## config.mk

```make
export PLATFORM = sky130hd
export DESIGN_NAME = chkv_ctrl
export DESIGN_NICKNAME = d
export VERILOG_FILES = /design/src/rtl/chkv_pkg.sv /design/src/rtl/chkv_ctrl.sv
export VERILOG_INCLUDE_DIRS = /design/src /design/src/rtl
export SDC_FILE = /design/constraint.sdc
export NUM_CORES = 1
export LEC_CHECK = 0
export ABC_CLOCK_PERIOD_IN_PS = 2300
export BUFFER_PORTS_ARGS = -buffer_cell sky130_fd_sc_hd__buf_2
export CAP_MARGIN = 25
export CORE_AREA = 2 2 39 41
export DETAILED_ROUTE_END_ITERATION = 8
export DIE_AREA = 0 0 41 43
export PLACE_DENSITY = 0.62
export SYNTH_ARGS = -nofsm -noshare
export SYNTH_HDL_FRONTEND = slang
export SYNTH_SLANG_ARGS = --single-unit
```

## constraint.sdc

```tcl
create_clock -name clk -period 2.3 [get_ports clk]
set_input_delay 0.115 -clock clk [delete_from_list [all_inputs] [get_ports clk]]
set_output_delay 0.115 -clock clk [all_outputs]
set_load 0.005 [all_outputs]
```

## src/rtl/chained_hash_key_value_table_defines.svh

```systemverilog
// ----------------------------------------------------------------------------
// Chained hash key-value table assertion macros
// Shared concurrent assertion forms for the table's controller and datapath.
// ----------------------------------------------------------------------------
`ifndef CHAINED_HASH_KEY_VALUE_TABLE_DEFINES_SVH
`define CHAINED_HASH_KEY_VALUE_TABLE_DEFINES_SVH

// same-cycle implication
`define CHKV_ASSERT_IMP(lbl, ck, rn, ante, cons, msg) \
	lbl: assert property (@(posedge ck) disable iff (!rn) (ante) |-> (cons)) \
		else $error(msg);

// next-cycle implication
`define CHKV_ASSERT_NXT(lbl, ck, rn, ante, cons, msg) \
	lbl: assert property (@(posedge ck) disable iff (!rn) (ante) |=> (cons)) \
		else $error(msg);

`endif

```

## src/rtl/chkv_pkg.sv

```systemverilog
// ----------------------------------------------------------------------------
// Chained hash key-value table package
// Field widths, request codes and the controller/datapath command and status.
// ----------------------------------------------------------------------------
package chkv_pkg;

	localparam int OP_W        = 2;
	localparam int KEY_W       = 32;
	localparam int VAL_W       = 32;
	localparam int NODE_W      = 7;
	localparam int CNT_W       = 7;
	localparam int HASH_DIGIT  = 4;
	localparam int HASH_DIGITS = KEY_W / HASH_DIGIT;
	localparam int HASH_STEPS  = 3;
	localparam int HCNT_W      = $clog2(HASH_STEPS);

	localparam logic [NODE_W-1:0] CHAIN_END = 7'd127;

	localparam logic [OP_W-1:0] OP_PUT  = 2'd0;
	localparam logic [OP_W-1:0] OP_GET  = 2'd1;
	localparam logic [OP_W-1:0] OP_DEL  = 2'd2;
	localparam logic [OP_W-1:0] OP_RSVD = 2'd3;

	typedef struct packed {
		logic clear;
		logic load;
		logic hash;
		logic fix;
		logic head;
		logic walk;
		logic act;
		logic link;
		logic done;
	} cmd_t;

	typedef struct packed {
		logic clear_done;
		logic op_ok;
		logic hash_last;
		logic walk_stop;
		logic tail_link;
	} sts_t;

endpackage

```

## src/rtl/chkv_ctrl.sv

```systemverilog
// ----------------------------------------------------------------------------
// Chained hash table controller
// Sequences clear, hash, chain walk, update and result hand-off.
// ----------------------------------------------------------------------------
`include "chained_hash_key_value_table_defines.svh"

module chkv_ctrl (
	input  logic          clk,
	input  logic          arst_n,
	input  logic          req_valid,
	output logic          req_ready,
	output logic          rsp_valid,
	input  logic          rsp_ready,
	input  chkv_pkg::sts_t sts,
	output chkv_pkg::cmd_t cmd
);
	import chkv_pkg::*;

	localparam logic [3:0] S_CLEAR = 4'd0;
	localparam logic [3:0] S_IDLE  = 4'd1;
	localparam logic [3:0] S_HASH  = 4'd2;
	localparam logic [3:0] S_FIX   = 4'd3;
	localparam logic [3:0] S_HEAD  = 4'd4;
	localparam logic [3:0] S_WALK  = 4'd5;
	localparam logic [3:0] S_ACT   = 4'd6;
	localparam logic [3:0] S_LINK  = 4'd7;
	localparam logic [3:0] S_DONE  = 4'd8;

	logic [3:0] state_q, state_d;
	logic       out_valid_q;
	logic       slot_free;

	assign slot_free = !out_valid_q || rsp_ready;
	assign req_ready = (state_q == S_IDLE);
	assign rsp_valid = out_valid_q;

	always_comb begin
		cmd     = '0;
		state_d = state_q;
		case (state_q)
			S_CLEAR: begin
				cmd.clear = 1'b1;
				if (sts.clear_done) begin
					state_d = S_IDLE;
				end
			end
			S_IDLE: begin
				if (req_valid) begin
					cmd.load = 1'b1;
					state_d  = sts.op_ok ? S_HASH : S_DONE;
				end
			end
			S_HASH: begin
				cmd.hash = 1'b1;
				if (sts.hash_last) begin
					state_d = S_FIX;
				end
			end
			S_FIX: begin
				cmd.fix = 1'b1;
				state_d = S_HEAD;
			end
			S_HEAD: begin
				cmd.head = 1'b1;
				state_d  = S_WALK;
			end
			S_WALK: begin
				cmd.walk = 1'b1;
				if (sts.walk_stop) begin
					state_d = S_ACT;
				end
			end
			S_ACT: begin
				cmd.act = 1'b1;
				state_d = sts.tail_link ? S_LINK : S_DONE;
			end
			S_LINK: begin
				cmd.link = 1'b1;
				state_d  = S_DONE;
			end
			S_DONE: begin
				if (slot_free) begin
					cmd.done = 1'b1;
					state_d  = S_IDLE;
				end
			end
			default: begin
				state_d = S_IDLE;
			end
		endcase
	end

	always_ff @(posedge clk or negedge arst_n) begin
		if (!arst_n) begin
			state_q     <= S_CLEAR;
			out_valid_q <= 1'b0;
		end else begin
			state_q <= state_d;
			if (cmd.done) begin
				out_valid_q <= 1'b1;
			end else if (rsp_ready) begin
				out_valid_q <= 1'b0;
			end
		end
	end

	`CHKV_ASSERT_IMP(a_out_from_done, clk, arst_n, $rose(out_valid_q), $past(state_q) == S_DONE, "result raised outside done")
	`CHKV_ASSERT_IMP(a_link_after_act, clk, arst_n, state_q == S_LINK, $past(state_q) == S_ACT, "tail link without append")
endmodule

```

# After elaboration in Yosys (flattened, before gate mapping)
# Cells that the tools add are included.
# Widths: inputs -> output; s select.
[classes]
eq_ne = 13
mux = 21
reduce_logical = 5
[ops]
columns = ["op", "count"]
rows = [
  ["$pmux 4 s9", 1],
  ["$mux 4", 7],
  ["$eq 4x3->1 const B", 4],
  ["$mux 1", 13],
  ["$ne 2x2->1 const B", 5],
  ["$eq 4x2->1 const B", 2],
  ["$reduce_and 5->1", 1],
  ["$eq 4x1->1 const B", 1],
  ["$eq 4x4->1 const B", 1],
  ["$logic_not 4->1", 1],
  ["$reduce_bool 2->1", 1],
  ["$logic_not 1->1", 1],
  ["$logic_or 1x1->1", 1],
]
[totals]
register_bits = 5
inputBits = 9
output_inout_bits = 11
wordCells = 41

# Longest topological paths before layout
[logic_depth]
word_depth = 5
depth_mapped = 5
mapped_depth_nobuf = 4

# Least setup slack after synthesis
# OpenSTA, ideal clock, no wires.
[synth_timing]
kind = "reg-to-reg"
from = "register state_q[0]"
to = "register state_q[0]"
setup_ps = 125
arrival_time_ps = 1566
t_required_ps = 2175
setup_slack_ps = 609
path_stages_with_launch = 5
path_buffers = 1
synth_period_minus_slack_ps = 1691
path_cell_list = "dfrtp_1 > buf_6 > or4_4 > o221ai_4 > mux2_4"
[synth_between]
elab_chain_cells = 3
word_cells_on_any_way = 16
classes_between = "eq/ne: 13; mux: 1; reduce/logical: 2"
[synth_rtl]
columns = ["element", "line", "rtl"]
rows = [
  ["start, declared", "chkv_ctrl.sv:29", "logic [3:0] state_q, state_d;"],
  ["start signal, assigned", "chkv_ctrl.sv:98", "state_q <= state_d;"],
  ["$eq 4x4->1, or another cell as far along", "chkv_ctrl.sv:40", "case (state_q)"],
  ["$ne 2x2->1 (no line)", "n/a", ""],
  ["$reduce_and 5->1 (no line)", "n/a", ""],
]
# Several ways; a longest one is shown, not always the timed one.
# A chain may end at the register's enable or synchronous reset.

# Worst setup path after layout
[layout_timing]
from = "register state_q[1]"
to = "register state_q[0]"
# The elaborated chain is that of the path after synthesis.

==> metrics.txt <==
result of the run completed; Avg Synthesized Cell Area 8.46 um^2; met3 usage 0%; Max-cap violations 0; IO buf count 19; # DRC 0; kind of critical path flip-flop to flip-flop; Routed Antenna Nets 0; post-CTS setup buffers 0; drt first pass iters 4; width of the die 41 um; crit path launch type flip-flop; Root Buffer clkbuf_4; routability congestion estimate 0.734; setup TNS 0 ns; Vias/cell 4.78; largest net degree at the start of global routing 15; total track usage 13.1%; first-pass GRT wire length 1.61 mm; # fillers 155; Die ar. 0.00176 mm^2; post-synth top area share 29.6%; path depth of the worst reg2reg path 4; #FFs+latches synth 5; cell count after synthesis 50; DP Wirelength 722 um; Initial Util 30.6%; Die Y 43 um; wire per inst 10.7 um; RSZ-0062 raised after global routing false; TritonCTS Buffers 3; Iter 0 DRT Violations 6; CTS tree built; vias in the first global route 398; final core occ 40.1%; share of cells above drive strength 1 40.8%; final setup fails 0; DR vias 416; Highest Clock Rate 534 MHz; Top FF cell, synth dfrtp_1; Pins Over Slew Limit 0; clock sinks 5; setup ws final 0.428 ns; met1 usage 16.5%; Distinct cells, synth 26; Worst-Skew Late Latency 0.24 ns; cell area power density 1240 mW/mm^2; Hold WC Path Type input port to asynchronous set/reset pin; Post-synth top cells 6 x nor3_1, 5 x dfrtp_1, 5 x nand2_1, 5 x nor2_1, 3 x a21oi_1; initial antenna violation count 0; Place WS 0.449 ns; Remaining Overflow, GRT 0; Most Crowded Layer GR met2; DP Cell Count 82; Critical Path End Type flip-flop; Rows 14; Lkg Pwr 0.284 nW; clock period minus worst slack 1.87 ns; sequential area share after synthesis 29.6%; Ys Warns 0; H-Tree Depth 1; Area Overhead vs Synth 31.1%; met2 Resource Use GR 20.9%; Mapped Nets 59; async set-reset flop share out of synthesis 100%; maximum VDD drop 0.000299 V; fin crit share 81.4%; Worst EP arrival 1.99 ns; Synth area leaders dfrtp_1 30%, nor3_1 7.1%, mux2_4 7.1%; clock tree buffer depth 2; slew of the pin with the lowest slew margin 0.393 ns; Detailed Route WL 931 um; Cell Area, Synth 423 um^2; Req. time, crit path 2.42 ns; Final Net Count 81; Post-synth EDFFs 0; Final Non-Filler Cells 87; top cell type by total area after synthesis dfrtp_1; Rel. slew slack 73.8%; Reg clk slew, reported paths 0.04 ns; IO Count 20; total power 0.687 mW; count leader, synth nor3_1; core box area 0.00138 mm^2; Worst Skew 0.00265 ns; Fin. Hold Viols 0; n_diodes 0; crit-path max FO 11; reg-to-reg setup timing slack 0.43 ns
-- cells in the final DEF, fill, tap and decap left out --
master         synthesis  final
nor4_1                 1      1
or4_4                  1      1
inv_1                  2      2
and2b_2                1      1
or2b_2                 1      1
clkbuf_4               0      3
o22ai_1                1      1
o32a_1                 1      1
and2_1                 2      2
dfrtp_1                5      5
buf_4                  1      1
nor2_1                 5      5
o221ai_4               1      1
or2b_1                 1      1
mux2i_1                1      1
nor2b_1                1      1
mux2_4                 2      2
nand2b_1               2      2
o211ai_1               1      1
a21oi_1                3      3
nand2_1                5      5
dlygate4sd3_1          0      1
clkbuf_1               1      1
or3_1                  1      1
nor3_1                 6      6
buf_2                  1     19
o21ai_0                2      2
-- area by class of cell --
type | instances | area [um^2] | share of cell area (%)
flip-flops and latches | 5 | 125 | 22.6
well taps | 16 | 20.0 | 3.61
clock buffers | 4 | 26.3 | 4.74
multi-input cells | 39 | 263 | 47.4
inverters | 2 | 7.51 | 1.35
repair buffers | 21 | 113 | 20.3
-- repair_timing --
action                                  in CTS  in global routing
hold buffers                                 1                  0
endpoints found under the setup margin       0                  0
gates resized for setup                      0                  0
endpoints found under the hold margin        5                  0
-- logic make-up after synthesis --
kind of cell / after synthesis / synth area share [%]
AO/OA/AOI/OAI: 9 / 17.8
buffers and inverters: 6 / 8.28
AND/OR/NAND/NOR: 27 / 34.9
flip-flops: 5 / 29.6
multiplexers: 3 / 9.47
-- where the power goes --
group	switching [mW]	internal, mW	leakage (nW)
clock network	0.0343	0.0655	0.0150
logic	0.170	0.209	0.205
registers	0.0831	0.125	0.0637
total	0.288	0.399	0.284
-- worst paths after layout --
| kind | endpoint | start |
|---|---|---|
| worst max-delay path | state_q[0] | state_q[1] |
| worst min-delay path | state_q[3] | arst_n |
| worst max register to register | state_q[0] | state_q[1] |
| worst min register to register | rsp_valid | rsp_valid |
| max in group asynchronous | rsp_valid | arst_n |
| min in group clk | state_q[2] | sts[0] |
-- routing by layer --
layer	part of all wire [%]	vias to the layer above
met2	50	12
met3	2.9	2
met5	0	-
met4	1.4	0
met1	45	185
li1	-	217
-- critical path: stages, from the launching register on --
cell      delay, ns
dfrtp_1        0.53
or2b_2         0.37
o32a_1         0.33
o221ai_4       0.20
mux2_4         0.32
-- sequential cells by signal (all words and copies together), names as in the netlist --
signal and cells:
state_q 4, rsp_valid 1
-- through the flow --
stage / hold slack [ns] / instance area [um^2]
final: 0.214 / 554
after global placement: -0.0700 / 518
after global routing: 0.239 / 554
after floorplan: -0.181 / 423
after CTS: 0.213 / 554
after detailed placement: -0.0679 / 518
No activity file was read; power rests on OpenSTA's default activity.
